<file path="src/rtl/sdcis_pkg.sv">
// Shared types, codes and lookup tables for the SD card bring-up sequencer.
package sdcis_pkg;

  // Transaction codes on the input channel
  localparam logic [1:0] CMD_START = 2'd0;
  localparam logic [1:0] CMD_RESP  = 2'd1;
  localparam logic [1:0] CMD_XFER  = 2'd2;

  // Response status codes
  localparam logic [1:0] ST_OK  = 2'd0;
  localparam logic [1:0] ST_TMO = 2'd1;

  // Result actions
  localparam logic [2:0] ACT_SEND  = 3'd0;
  localparam logic [2:0] ACT_POWER = 3'd1;
  localparam logic [2:0] ACT_CLOCK = 3'd2;
  localparam logic [2:0] ACT_BUS4  = 3'd3;
  localparam logic [2:0] ACT_DONE  = 3'd4;
  localparam logic [2:0] ACT_FAIL  = 3'd5;

  // Error codes
  localparam logic [1:0] ERR_NONE  = 2'd0;
  localparam logic [1:0] ERR_IO    = 2'd1;
  localparam logic [1:0] ERR_UNUSE = 2'd2;
  localparam logic [1:0] ERR_TMO   = 2'd3;

  // Expected response kinds
  localparam logic [1:0] RK_NONE  = 2'd0;
  localparam logic [1:0] RK_SHORT = 2'd1;
  localparam logic [1:0] RK_NOCRC = 2'd2;
  localparam logic [1:0] RK_LONG  = 2'd3;

  // SD command indexes
  localparam logic [5:0] SD_CMD0  = 6'd0;
  localparam logic [5:0] SD_CMD2  = 6'd2;
  localparam logic [5:0] SD_CMD3  = 6'd3;
  localparam logic [5:0] SD_ACMD6 = 6'd6;
  localparam logic [5:0] SD_CMD7  = 6'd7;
  localparam logic [5:0] SD_CMD8  = 6'd8;
  localparam logic [5:0] SD_CMD9  = 6'd9;
  localparam logic [5:0] SD_CMD17 = 6'd17;
  localparam logic [5:0] SD_CMD24 = 6'd24;
  localparam logic [5:0] SD_ACMD41 = 6'd41;
  localparam logic [5:0] SD_CMD55 = 6'd55;

  // Command arguments and response checks
  localparam logic [31:0] ARG_CMD8    = 32'h0000_01AA;
  localparam logic [11:0] CMD8_ECHO   = 12'h1AA;
  localparam logic [31:0] ARG_ACMD41  = 32'h40FF_8000;
  localparam logic [31:0] ARG_BUS4    = 32'h0000_0002;
  localparam logic [15:0] RETRY_RESET = 16'd10000;

  typedef enum logic [12:0] {
    PH_IDLE   = 13'b0_0000_0000_0001,
    PH_CMD0   = 13'b0_0000_0000_0010,
    PH_CMD8   = 13'b0_0000_0000_0100,
    PH_C55A   = 13'b0_0000_0000_1000,
    PH_ACMD41 = 13'b0_0000_0001_0000,
    PH_CMD2   = 13'b0_0000_0010_0000,
    PH_CMD3   = 13'b0_0000_0100_0000,
    PH_CMD9   = 13'b0_0000_1000_0000,
    PH_CMD7   = 13'b0_0001_0000_0000,
    PH_C55B   = 13'b0_0010_0000_0000,
    PH_ACMD6  = 13'b0_0100_0000_0000,
    PH_READY  = 13'b0_1000_0000_0000,
    PH_FAILED = 13'b1_0000_0000_0000
  } phase_t;

  typedef struct packed {
    logic [1:0]  command;
    logic [1:0]  status;
    logic [31:0] resp_word0;
    logic [31:0] resp_word1;
    logic [31:0] resp_word2;
    logic [31:0] resp_word3;
    logic [31:0] block_number;
    logic        write_dir;
  } sdcis_in_t;

  typedef struct packed {
    logic [2:0]  action;
    logic [5:0]  cmd_index;
    logic [31:0] cmd_arg;
    logic [1:0]  resp_kind;
    logic        data_transfer;
    logic [1:0]  error_code;
    logic        high_capacity;
    logic [15:0] card_address;
    logic [32:0] capacity_blocks;
    logic [29:0] max_clock_hz;
    logic        last;
  } sdcis_out_t;

  // Command part of one result
  typedef struct packed {
    logic [2:0]  action;
    logic [5:0]  cmd_index;
    logic [31:0] cmd_arg;
    logic [1:0]  resp_kind;
    logic        data_transfer;
    logic [1:0]  error_code;
  } sdcis_cmd_t;

  function automatic sdcis_cmd_t mk_send(logic [5:0] idx, logic [31:0] arg, logic [1:0] rk);
    sdcis_cmd_t c;
    c               = '0;
    c.action        = ACT_SEND;
    c.cmd_index     = idx;
    c.cmd_arg       = arg;
    c.resp_kind     = rk;
    return c;
  endfunction

  function automatic sdcis_cmd_t mk_act(logic [2:0] act, logic [1:0] err);
    sdcis_cmd_t c;
    c            = '0;
    c.action     = act;
    c.error_code = err;
    return c;
  endfunction

  // Transfer-rate unit divided by ten; reserved units decode to zero
  function automatic logic [23:0] freq_unit_div10(logic [2:0] code);
    logic [23:0] v;
    unique case (code)
      3'd0:    v = 24'd10000;
      3'd1:    v = 24'd100000;
      3'd2:    v = 24'd1000000;
      3'd3:    v = 24'd10000000;
      default: v = 24'd0;
    endcase
    return v;
  endfunction

  // Transfer-rate time value times ten
  function automatic logic [6:0] freq_mult_x10(logic [3:0] code);
    logic [6:0] v;
    unique case (code)
      4'd0:    v = 7'd0;
      4'd1:    v = 7'd10;
      4'd2:    v = 7'd12;
      4'd3:    v = 7'd13;
      4'd4:    v = 7'd15;
      4'd5:    v = 7'd20;
      4'd6:    v = 7'd25;
      4'd7:    v = 7'd30;
      4'd8:    v = 7'd35;
      4'd9:    v = 7'd40;
      4'd10:   v = 7'd45;
      4'd11:   v = 7'd50;
      4'd12:   v = 7'd55;
      4'd13:   v = 7'd60;
      4'd14:   v = 7'd70;
      default: v = 7'd80;
    endcase
    return v;
  endfunction

endpackage

</file>
<file path="src/rtl/sdcis_outq.sv">
// Result queue: shifting register FIFO that takes up to two results per cycle.
module sdcis_outq #(
  parameter int DEPTH = 4
) (
  input  logic                  clk,
  input  logic                  rst_n,
  input  logic [1:0]            push_cnt,
  input  sdcis_pkg::sdcis_out_t push0,
  input  sdcis_pkg::sdcis_out_t push1,
  output logic                  no_room,
  output logic                  out_valid,
  input  logic                  out_stall,
  output sdcis_pkg::sdcis_out_t out_data
);

  localparam int CW = $clog2(DEPTH + 1);

  sdcis_pkg::sdcis_out_t slot_r   [DEPTH];
  sdcis_pkg::sdcis_out_t slot_nxt [DEPTH];
  logic [CW-1:0]         cnt_r, cnt_nxt, base_cnt;
  logic                  pop;

  assign out_valid = (cnt_r != '0);
  assign out_data  = slot_r[0];
  assign pop       = out_valid && !out_stall;
  // Need two free slots before taking a new transaction
  assign no_room   = (cnt_r > CW'(DEPTH - 2));

  assign base_cnt = cnt_r - CW'(pop);
  assign cnt_nxt  = base_cnt + CW'(push_cnt);

  for (genvar i = 0; i < DEPTH; i++) begin : g_slot
    sdcis_pkg::sdcis_out_t shifted;
    if (i < DEPTH - 1) begin : g_mid
      assign shifted = pop ? slot_r[i+1] : slot_r[i];
    end else begin : g_end
      assign shifted = slot_r[i];
    end
    always_comb begin
      slot_nxt[i] = shifted;
      if (push_cnt != 2'd0 && base_cnt == CW'(i)) begin
        slot_nxt[i] = push0;
      end
      if (push_cnt == 2'd2 && (base_cnt + CW'(1)) == CW'(i)) begin
        slot_nxt[i] = push1;
      end
    end
    always_ff @(posedge clk) begin
      slot_r[i] <= slot_nxt[i];
    end
  end

  always_ff @(posedge clk) begin
    if (!rst_n) begin
      cnt_r <= '0;
    end else begin
      cnt_r <= cnt_nxt;
    end
  end

endmodule

</file>
<file path="src/rtl/sd_card_init_sequencer.sv">
// Top level of the host-side SD card bring-up sequencer.
// Each input transaction is decoded in the cycle it is accepted: a start
// transaction powers the card and issues CMD0, each response transaction moves
// the sequence CMD8, CMD55/ACMD41 polling, CMD2, CMD3, CMD9 (clock raise), CMD7,
// CMD55/ACMD6 to done, and a transfer transaction in the ready phase yields a
// CMD17 or CMD24. A transaction produces zero, one or two result transactions,
// which go into a small result queue so the input side keeps moving while the
// consumer stalls. An input is taken every cycle while the queue has two free slots;
// results leave at one per cycle while out_stall is low, so two-result items can stall
// the input. The user must write the retry_limit register (retry_r) through
// cfg_wr_en/cfg_wr_data only while the block is idle; the block does not enforce it.
module sd_card_init_sequencer #(
  parameter int QUEUE_DEPTH = 4
) (
  input  logic                  clk,
  input  logic                  rst_n,
  input  logic                  cfg_wr_en,
  input  logic [15:0]           cfg_wr_data,
  input  logic                  in_valid,
  output logic                  in_stall,
  input  sdcis_pkg::sdcis_in_t  in_data,
  output logic                  out_valid,
  input  logic                  out_stall,
  output sdcis_pkg::sdcis_out_t out_data
);

  sdcis_pkg::phase_t phase_r, phase_nxt;
  logic [15:0]       retry_r;
  logic [15:0]       poll_r, poll_nxt, poll_inc;
  logic              sdhc_r, sdhc_nxt;
  logic [15:0]       rca_r, rca_nxt;
  logic [32:0]       cap_r, cap_nxt;
  logic [29:0]       clk_r, clk_nxt;

  logic                  accept;
  logic [1:0]            n_res;
  sdcis_pkg::sdcis_cmd_t c0, c1;
  sdcis_pkg::sdcis_out_t r0, r1;
  logic                  resp_live;

  // CSD decode
  logic [6:0]  rate_code;
  logic [29:0] clk_prod;
  logic [12:0] v1_size;
  logic [4:0]  v1_shift;
  logic [36:0] v1_bytes_blk;
  logic [22:0] v2_size;
  logic [32:0] csd_cap;

  assign accept = in_valid && !in_stall;

  // Maximum clock: unit/10 times value*10; at most 800 MHz, fits 30 bits
  assign rate_code = in_data.resp_word0[6:0];
  assign clk_prod  = {6'b0, sdcis_pkg::freq_unit_div10(rate_code[2:0])} *
                     {23'b0, sdcis_pkg::freq_mult_x10(rate_code[6:3])};

  // v1: (C_SIZE+1) << (size multiplier + 2 + block length code), then in 512-byte units
  assign v1_size      = {1'b0, in_data.resp_word1[9:0], in_data.resp_word2[31:30]} + 13'd1;
  assign v1_shift     = 5'({2'b0, in_data.resp_word2[17:15]} + 5'd2 +
                           {1'b0, in_data.resp_word1[19:16]});
  assign v1_bytes_blk = {24'b0, v1_size} << v1_shift;
  // v2: (C_SIZE+1) * 1024 blocks
  assign v2_size      = {1'b0, in_data.resp_word1[5:0], in_data.resp_word2[31:16]} + 23'd1;
  assign csd_cap      = sdhc_r ? {v2_size, 10'b0} : {5'b0, v1_bytes_blk[36:9]};

  assign poll_inc  = poll_r + 16'd1;
  assign resp_live = !(phase_r == sdcis_pkg::PH_IDLE || phase_r == sdcis_pkg::PH_READY ||
                       phase_r == sdcis_pkg::PH_FAILED);

  always_comb begin
    phase_nxt = phase_r;
    poll_nxt  = poll_r;
    sdhc_nxt  = sdhc_r;
    rca_nxt   = rca_r;
    cap_nxt   = cap_r;
    clk_nxt   = clk_r;
    n_res     = 2'd0;
    c0        = '0;
    c1        = '0;

    priority if (in_data.command == sdcis_pkg::CMD_START) begin
      // Restart from scratch: power on, then CMD0
      phase_nxt = sdcis_pkg::PH_CMD0;
      poll_nxt  = '0;
      sdhc_nxt  = 1'b0;
      rca_nxt   = '0;
      cap_nxt   = '0;
      clk_nxt   = '0;
      n_res     = 2'd2;
      c0        = sdcis_pkg::mk_act(sdcis_pkg::ACT_POWER, sdcis_pkg::ERR_NONE);
      c1        = sdcis_pkg::mk_send(sdcis_pkg::SD_CMD0, '0, sdcis_pkg::RK_NONE);
    end else if (in_data.command == sdcis_pkg::CMD_XFER) begin
      if (phase_r == sdcis_pkg::PH_READY) begin
        // Block address on high capacity cards, byte address (wrapping) otherwise
        n_res = 2'd1;
        c0 = sdcis_pkg::mk_send(in_data.write_dir ? sdcis_pkg::SD_CMD24 : sdcis_pkg::SD_CMD17,
                                sdhc_r ? in_data.block_number
                                       : {in_data.block_number[22:0], 9'b0},
                                sdcis_pkg::RK_SHORT);
        c0.data_transfer = 1'b1;
      end
    end else if (in_data.command == sdcis_pkg::CMD_RESP && resp_live) begin
      n_res = 2'd1;
      priority if (phase_r == sdcis_pkg::PH_CMD8 &&
                   (in_data.status == sdcis_pkg::ST_TMO ||
                    (in_data.status == sdcis_pkg::ST_OK &&
                     in_data.resp_word0[11:0] != sdcis_pkg::CMD8_ECHO))) begin
        // No or wrong voltage echo: card cannot be used
        phase_nxt = sdcis_pkg::PH_FAILED;
        c0 = sdcis_pkg::mk_act(sdcis_pkg::ACT_FAIL, sdcis_pkg::ERR_UNUSE);
      end else if (in_data.status != sdcis_pkg::ST_OK) begin
        phase_nxt = sdcis_pkg::PH_FAILED;
        c0 = sdcis_pkg::mk_act(sdcis_pkg::ACT_FAIL, sdcis_pkg::ERR_IO);
      end else begin
        unique case (phase_r)
          sdcis_pkg::PH_CMD0: begin
            phase_nxt = sdcis_pkg::PH_CMD8;
            c0 = sdcis_pkg::mk_send(sdcis_pkg::SD_CMD8, sdcis_pkg::ARG_CMD8,
                                    sdcis_pkg::RK_SHORT);
          end
          sdcis_pkg::PH_CMD8: begin
            poll_nxt  = '0;
            phase_nxt = sdcis_pkg::PH_C55A;
            c0 = sdcis_pkg::mk_send(sdcis_pkg::SD_CMD55, '0, sdcis_pkg::RK_SHORT);
          end
          sdcis_pkg::PH_C55A: begin
            if (!in_data.resp_word0[5]) begin
              // APP_CMD not acknowledged
              phase_nxt = sdcis_pkg::PH_FAILED;
              c0 = sdcis_pkg::mk_act(sdcis_pkg::ACT_FAIL, sdcis_pkg::ERR_IO);
            end else begin
              phase_nxt = sdcis_pkg::PH_ACMD41;
              c0 = sdcis_pkg::mk_send(sdcis_pkg::SD_ACMD41, sdcis_pkg::ARG_ACMD41,
                                      sdcis_pkg::RK_NOCRC);
            end
          end
          sdcis_pkg::PH_ACMD41: begin
            if (in_data.resp_word0[31]) begin
              // Card ready: latch CCS
              sdhc_nxt  = in_data.resp_word0[30];
              phase_nxt = sdcis_pkg::PH_CMD2;
              c0 = sdcis_pkg::mk_send(sdcis_pkg::SD_CMD2, '0, sdcis_pkg::RK_LONG);
            end else begin
              poll_nxt = poll_inc;
              // A zero limit behaves as one poll; wrap to zero also ends polling
              if (poll_inc >= retry_r || poll_inc == '0) begin
                phase_nxt = sdcis_pkg::PH_FAILED;
                c0 = sdcis_pkg::mk_act(sdcis_pkg::ACT_FAIL, sdcis_pkg::ERR_TMO);
              end else begin
                phase_nxt = sdcis_pkg::PH_C55A;
                c0 = sdcis_pkg::mk_send(sdcis_pkg::SD_CMD55, '0, sdcis_pkg::RK_SHORT);
              end
            end
          end
          sdcis_pkg::PH_CMD2: begin
            phase_nxt = sdcis_pkg::PH_CMD3;
            c0 = sdcis_pkg::mk_send(sdcis_pkg::SD_CMD3, '0, sdcis_pkg::RK_SHORT);
          end
          sdcis_pkg::PH_CMD3: begin
            rca_nxt   = in_data.resp_word0[31:16];
            phase_nxt = sdcis_pkg::PH_CMD9;
            c0 = sdcis_pkg::mk_send(sdcis_pkg::SD_CMD9, {in_data.resp_word0[31:16], 16'b0},
                                    sdcis_pkg::RK_LONG);
          end
          sdcis_pkg::PH_CMD9: begin
            // Capture CSD, raise the clock, then select the card
            cap_nxt   = csd_cap;
            clk_nxt   = clk_prod;
            phase_nxt = sdcis_pkg::PH_CMD7;
            n_res     = 2'd2;
            c0 = sdcis_pkg::mk_act(sdcis_pkg::ACT_CLOCK, sdcis_pkg::ERR_NONE);
            c1 = sdcis_pkg::mk_send(sdcis_pkg::SD_CMD7, {rca_r, 16'b0}, sdcis_pkg::RK_SHORT);
          end
          sdcis_pkg::PH_CMD7: begin
            phase_nxt = sdcis_pkg::PH_C55B;
            c0 = sdcis_pkg::mk_send(sdcis_pkg::SD_CMD55, {rca_r, 16'b0}, sdcis_pkg::RK_SHORT);
          end
          sdcis_pkg::PH_C55B: begin
            if (!in_data.resp_word0[5]) begin
              phase_nxt = sdcis_pkg::PH_FAILED;
              c0 = sdcis_pkg::mk_act(sdcis_pkg::ACT_FAIL, sdcis_pkg::ERR_IO);
            end else begin
              phase_nxt = sdcis_pkg::PH_ACMD6;
              c0 = sdcis_pkg::mk_send(sdcis_pkg::SD_ACMD6, sdcis_pkg::ARG_BUS4,
                                      sdcis_pkg::RK_SHORT);
            end
          end
          sdcis_pkg::PH_ACMD6: begin
            phase_nxt = sdcis_pkg::PH_READY;
            n_res     = 2'd2;
            c0 = sdcis_pkg::mk_act(sdcis_pkg::ACT_BUS4, sdcis_pkg::ERR_NONE);
            c1 = sdcis_pkg::mk_act(sdcis_pkg::ACT_DONE, sdcis_pkg::ERR_NONE);
          end
          default: begin
            n_res = 2'd0;
          end
        endcase
      end
    end else begin
      n_res = 2'd0;
    end
  end

  // Attach the card status as it stands after this transaction
  always_comb begin
    r0 = {c0, sdhc_nxt, rca_nxt, cap_nxt, clk_nxt, (n_res == 2'd1)};
    r1 = {c1, sdhc_nxt, rca_nxt, cap_nxt, clk_nxt, 1'b1};
  end

  always_ff @(posedge clk) begin
    if (!rst_n) begin
      phase_r <= sdcis_pkg::PH_IDLE;
      retry_r <= sdcis_pkg::RETRY_RESET;
      poll_r  <= '0;
      sdhc_r  <= 1'b0;
      rca_r   <= '0;
      cap_r   <= '0;
      clk_r   <= '0;
    end else begin
      if (cfg_wr_en) begin
        retry_r <= cfg_wr_data;
      end
      if (accept) begin
        phase_r <= phase_nxt;
        poll_r  <= poll_nxt;
        sdhc_r  <= sdhc_nxt;
        rca_r   <= rca_nxt;
        cap_r   <= cap_nxt;
        clk_r   <= clk_nxt;
      end
    end
  end

  sdcis_outq #(
    .DEPTH(QUEUE_DEPTH)
  ) u_outq (
    .clk      (clk),
    .rst_n    (rst_n),
    .push_cnt (accept ? n_res : 2'd0),
    .push0    (r0),
    .push1    (r1),
    .no_room  (in_stall),
    .out_valid(out_valid),
    .out_stall(out_stall),
    .out_data (out_data)
  );

endmodule
</file>
<file path="config.mk">
export PLATFORM = sky130hd
export DESIGN_NAME = sd_card_init_sequencer
export DESIGN_NICKNAME = d
export VERILOG_FILES = /design/src/rtl/sdcis_pkg.sv /design/src/rtl/sdcis_outq.sv /design/src/rtl/sd_card_init_sequencer.sv
export SDC_FILE = /design/constraint.sdc
export NUM_CORES = 2
export LEC_CHECK = 0
export BUFFER_PORTS_ARGS = -buffer_cell sky130_fd_sc_hd__buf_2
export CORE_MARGIN = 10
export CORE_UTILIZATION = 25
export CTS_CLUSTER_SIZE = 20
export DETAILED_ROUTE_END_ITERATION = 8
export SYNTH_ARGS = -nofsm -noshare
export SYNTH_HDL_FRONTEND = slang
export SYNTH_SLANG_ARGS = --single-unit
</file>
<file path="constraint.sdc">
create_clock -name clk -period 8 [get_ports clk]
set_input_delay 1.6 -clock clk [delete_from_list [all_inputs] [get_ports clk]]
set_output_delay 1.6 -clock clk [all_outputs]
set_load 0.01 [all_outputs]
</file>
# Word-level counts from Yosys, hierarchy flattened
# Memories as Yosys holds them, arrays and structs flattened.
# Index checks and enable logic that the tools add are counted.
[totals]
ramBits = 508
elab_cells = 172
reg_bits = 128
mem_bits_ro = 112
latchBits = 0
inputBits = 186
mem_count = 2
[op_classes]
n_lt_le_gt_ge = 2
n_bitwise = 0
mux = 82
reduce_logical = 36
div = 0
n_addsub = 8
n_shift = 1
n_eq_ne = 32
multipliers = 1
[memory_table]
columns = ["memory", "words", "width", "rd", "rd_clocked_by_memory_dff", "wr", "line_no", "text"]
rows = [
  ["u_outq.slot_r", 4, 127, 4, 0, 4, "sdcis_outq.sv:18", "sdcis_pkg::sdcis_out_t slot_r [DEPTH];"],
  ["(name not given)", 16, 7, 1, 0, 0, "sdcis_pkg.sv:138", "unique case (code)"],
]
[ops]
columns = ["op", "count"]
rows = [
  ["two-way mux 127 bit", 11],
  ["two-way mux 46 bit", 14],
  ["one-hot mux 46 bit (10 select lines)", 1],
  ["two-way mux 33 bit", 7],
  ["two-way mux 16 bit", 12],
  ["two-way mux 30 bit", 6],
  ["one-hot mux 13 bit (10 select lines)", 1],
  ["two-way mux 13 bit", 9],
  ["one-hot mux 24 bit (4 select lines)", 1],
  ["one-hot mux 46 bit (2 select lines)", 1],
  ["two-way mux 42 bit", 1],
  ["<< shifter 13 x 5 -> 37 bit", 1],
  ["two-way mux 32 bit", 1],
  ["one-hot mux 16 bit (2 select lines)", 1],
  ["multiplier 24 x 7 -> 30 bit", 1],
  ["adder 22 x 1 -> 23 bit (second input constant)", 1],
  ["equality test 3 x 2 -> 1 bit (second input constant)", 6],
  ["adder 16 x 1 -> 16 bit (second input constant)", 1],
  ["greater-or-equal comparator 16 bit", 1],
  ["logical NOT 16 bit", 1],
  ["adder 12 x 1 -> 13 bit (second input constant)", 1],
  ["equality test 13 x 1 -> 1 bit (second input constant)", 1],
  ["equality test 13 x 10 -> 1 bit (second input constant)", 1],
  ["equality test 13 x 11 -> 1 bit (second input constant)", 1],
  ["other kinds (38)", 80],
]

# Logic depth before layout (Yosys ltp)
[logic_depth]
word_depth = 13
ltp_mapped = 26
depth_no_buf = 25

# Cells and area by module
# A second synthesis with hierarchy kept.
[unflattened]
hier_cells = 4443
hier_area_um2 = 41926.5
[by_module_without_submodules]
columns = ["mod", "cells_each", "area_per_inst_um2", "seq_area_each_um2", "n_inst"]
rows = [
  ["sdcis_outq", 2566, 27790.4, 15314.7, 1],
  ["sd_card_init_sequencer", 1877, 14136.1, 2502.4, 1],
]

# Worst setup path before layout
# No wires, ideal clock.
[synth_path]
kind = "input -> register"
from = "input in_data[135] (netlist name)"
to = "memory u_outq.slot_r[0][28] (netlist name), data pin"
path_buffers = 2
path_slack_ns = 0.569
t_arrival_ns = 7.161
cell_stages = 24
cell_sequence = "buf_2 > buf_1 > nand2_1 > o211ai_1 > o21ai_0 > nor3_1 > inv_1 > fa_1 > inv_1 > fa_1 > fa_1 > inv_1 > fa_1 > inv_1 > ha_1 > a21oi_1 > o21ai_0 > a31o_2 > or4b_2 > o21ai_0 > nor2_1 > xor2_1 > a22oi_1 > a21oi_1"
[synth_lines]
columns = ["element", "line_no", "text"]
rows = [
  ["start: declaration", "sd_card_init_sequencer.sv:21", "input sdcis_pkg::sdcis_in_t in_data,"],
  ["end: declaration", "sdcis_outq.sv:18", ""],
]

==> impl_metrics.tcl <==
set metrics [dict create \
    post-place-cells 5489 \
    synth.area.top_cells "edfxtp_1, dfxtp_1, nand2_1" \
    syn2layout_area_growth_pct 15.7 \
    power_density_mw_per_mm2 303 \
    yosysTopAreaCellShare_pct 35.0 \
    antenna_found_initial 23 \
    final_core_util_pct 29.1 \
    firstDrtPassIters 7 \
    ioPinCount 315 \
    placed_cell_area_mm2 0.0377 \
    required_ps 8470 \
    io_buffers 245 \
    cts_setup_buffers 0 \
    gp_congestion 0.874 \
    end_kind "flop" \
    yosys_register_bits 636 \
    drv_cap 0 \
    cts_hold_buf 0 \
    startpoint "in_data[132]" \
    die_w_um 392 \
    htree_levels 3 \
    startpoint_type "input pin" \
    die_h_um 392 \
    setup_viol 0 \
    grt_max_degree 106 \
    p_leak_nw 15.2 \
    yosysMostFrequentCell "nand2_1" \
    drc 0 \
    ys_seq_area_share_pct 48.5 \
    netlist_area_mm2 0.0346 \
    worst_slew_pin_slew_ps 1230 \
    grt_pass1_wl_um 171000 \
    cts_sinks 636 \
    fin_cells 5625 \
    synth_area_per_cell_um2 9.53 \
    ir_worst_vdd_mv 0.323 \
    grt_pass1_vias 27009 \
    drtIter0Drc 2526 \
    clock_skew_ps 35.5 \
    finalWirelength_um 114000 \
    min_period_ps 7390 \
    fill_cells 14358 \
    synth_fp_nets 3978 \
    path_max_fanout 6 \
    fin_area_mm2 0.0401 \
    cts_tree "yes" \
    layout.nets 4113 \
    finalCritPeriodShare_pct 92.4 \
    wire_per_inst_um 20.3 \
    drive_gt1_share_pct 13.8 \
    cts_root_buffer "clkbuf_16" \
    cts_made_buffers 71 \
    synth_edf_count 404 \
    slew_viol_final 0 \
    start_util_pct 25.2 \
    max_freq_ghz 0.135 \
    finalHoldViolations 0 \
    rsz0062_at_grt "no" \
    synth.distinct_cells 93 \
    yosysTopAreaCell "edfxtp_1" \
    dp_hpwl_um 80000 \
    num_vias 28028 \
    fin_ws_ps 611 \
    yosysWarnings 0 \
    globalRouteOverflowTotal 0 \
    hold_path_class "reg -> reg" \
    clkTransAtPathRegs_ps 60 \
    cts_resized 0 \
    die_area_mm2 0.154 \
    worstHoldStart "u_outq.slot_r[3][101]$_SDFFE_PP0P_" \
    r2r_start "u_outq.cnt_r[2]$_SDFF_PN0_" \
    antenna_left 0 \
    syn_inst 3633 \
    track_usage_pct 14.3 \
    cp_slowest_stage_delay_ps 590 \
    worstSetupPathType "in -> reg" \
    cts_buffer_depth 3 \
    rows 136 \
    slew-limit-headroom_pct 18.0 \
    design.core.area_mm2 0.137 \
    ys_top_cells_by_count "nand2_1, edfxtp_1, nor2_1" \
    async_flop_share_pct 0 \
    clkLatencyLatePin_ps 650 \
    synthFlopType "edfxtp_1" \
    status "finished clean" \
    routed_via_density 4.98 \
    cp.arrival_ps 7860 \
    cp_slowest_cell "or4b_2" \
    detailedPlace.worstSlack_ps -8.67 \
]
-- layer usage --
layer  part of all wire [%]  track usage (%)  wire [um]
met3                    6.3             2.40       7220
met4                    3.0             5.06       3420
met2                     47             23.8      53900
met1                     44             18.6      49800
met5                  0.066                0         76
-- cell families after synthesis --
| family | Yosys count | share of synthesized area (%) |
|---|---|---|
| adder cells (fa/ha/maj) | 159 | 7.26 |
| XOR/XNOR | 66 | 1.67 |
| buffers and inverters | 395 | 4.73 |
| multiplexers | 117 | 3.49 |
| AO/OA/AOI/OAI | 918 | 16.8 |
| flip-flops | 636 | 48.5 |
| AND/OR/NAND/NOR | 1342 | 17.6 |
-- stage by stage --
stage	setup TNS, ps	hold WS (ps)	power, mW
after floorplan	0	432	7.45
after global placement	0	438	8.83
after detailed placement	-8.67	445	8.91
after CTS	0	454	12.3
after global routing	0	468	12.8
final	0	453	12.1
-- critical path, delay by kind of cell --
family	cells	cell delay, ps
AO/OA/AOI/OAI	8	2060
adder cells (fa/ha/maj)	6	2600
buffers and inverters	5	360
AND/OR/NAND/NOR	6	1240
-- worst paths after layout --
kind | to | slack [ps] | depth (start not counted)
max | u_outq.slot_r[0][30]$_DFFE_PP_ | 610 | 25
min reg2reg | u_outq.slot_r[3][101]$_SDFFE_PP0P_ | 450 | 2
min | u_outq.slot_r[3][101]$_SDFFE_PP0P_ | 450 | 2
max reg2reg | u_outq.slot_r[3][17]$_DFFE_PP_ | 2650 | 14
-- final cells by class --
| cell class | count | area (um2) | area share (%) |
|---|---|---|---|
| Antenna cell | 6 | 15.0 | 0.0375 |
| Clock buffer | 90 | 1950 | 4.87 |
| Clock inverter | 40 | 422 | 1.05 |
| Inverter | 142 | 536 | 1.34 |
| Multi-Input combinational cell | 2602 | 16300 | 40.7 |
| Sequential cell | 636 | 16800 | 41.9 |
| Tap cell | 1794 | 2240 | 5.60 |
| Timing Repair Buffer | 315 | 1800 | 4.50 |
-- placed cells by master, fill, tap and decap left out, types with 19 or more instances in the layout --
master     netlist  final
a31oi_1         27     27
a211oi_1        31     31
inv_1          141    139
a21oi_1        238    238
edfxtp_1       404    404
xor2_1          26     26
nor2_1         340    337
dfxtp_1        232    231
nand2_1        595    591
o221ai_1        48     48
nor2b_1         75     74
nand4_1         24     24
clkbuf_16        0     74
o211ai_1        24     24
buf_2           40    244
xnor2_1         40     40
buf_4           13     67
fa_1            70     70
ha_1            89     89
and2_1          39     37
nand3_1         68     67
o21ai_0        244    244
o22ai_1         24     24
nor3_1          54     52
mux2_2          29     29
and3_1          24     23
o21ai_1         25     24
a21o_1          26     26
mux2i_1         88     88
o31ai_1         36     36
a22oi_1         68     68
or2_2           19     19
-- registers in the layout, summed over array words and instances (netlist names) --
register       flops
phase_r           13
cap_r             33
u_outq.cnt_r       3
clk_r             30
u_outq.slot_r    508
retry_r           16
poll_r            16
sdhc_r             1
rca_r             16
-- report_power, final --
part / switching (mW) / internal [mW] / total (mW)
logic: 2.48 / 1.04 / 3.52
clock network: 1.42 / 1.94 / 3.37
registers: 0.391 / 4.86 / 5.25
Power figures use the tool's default switching activity.
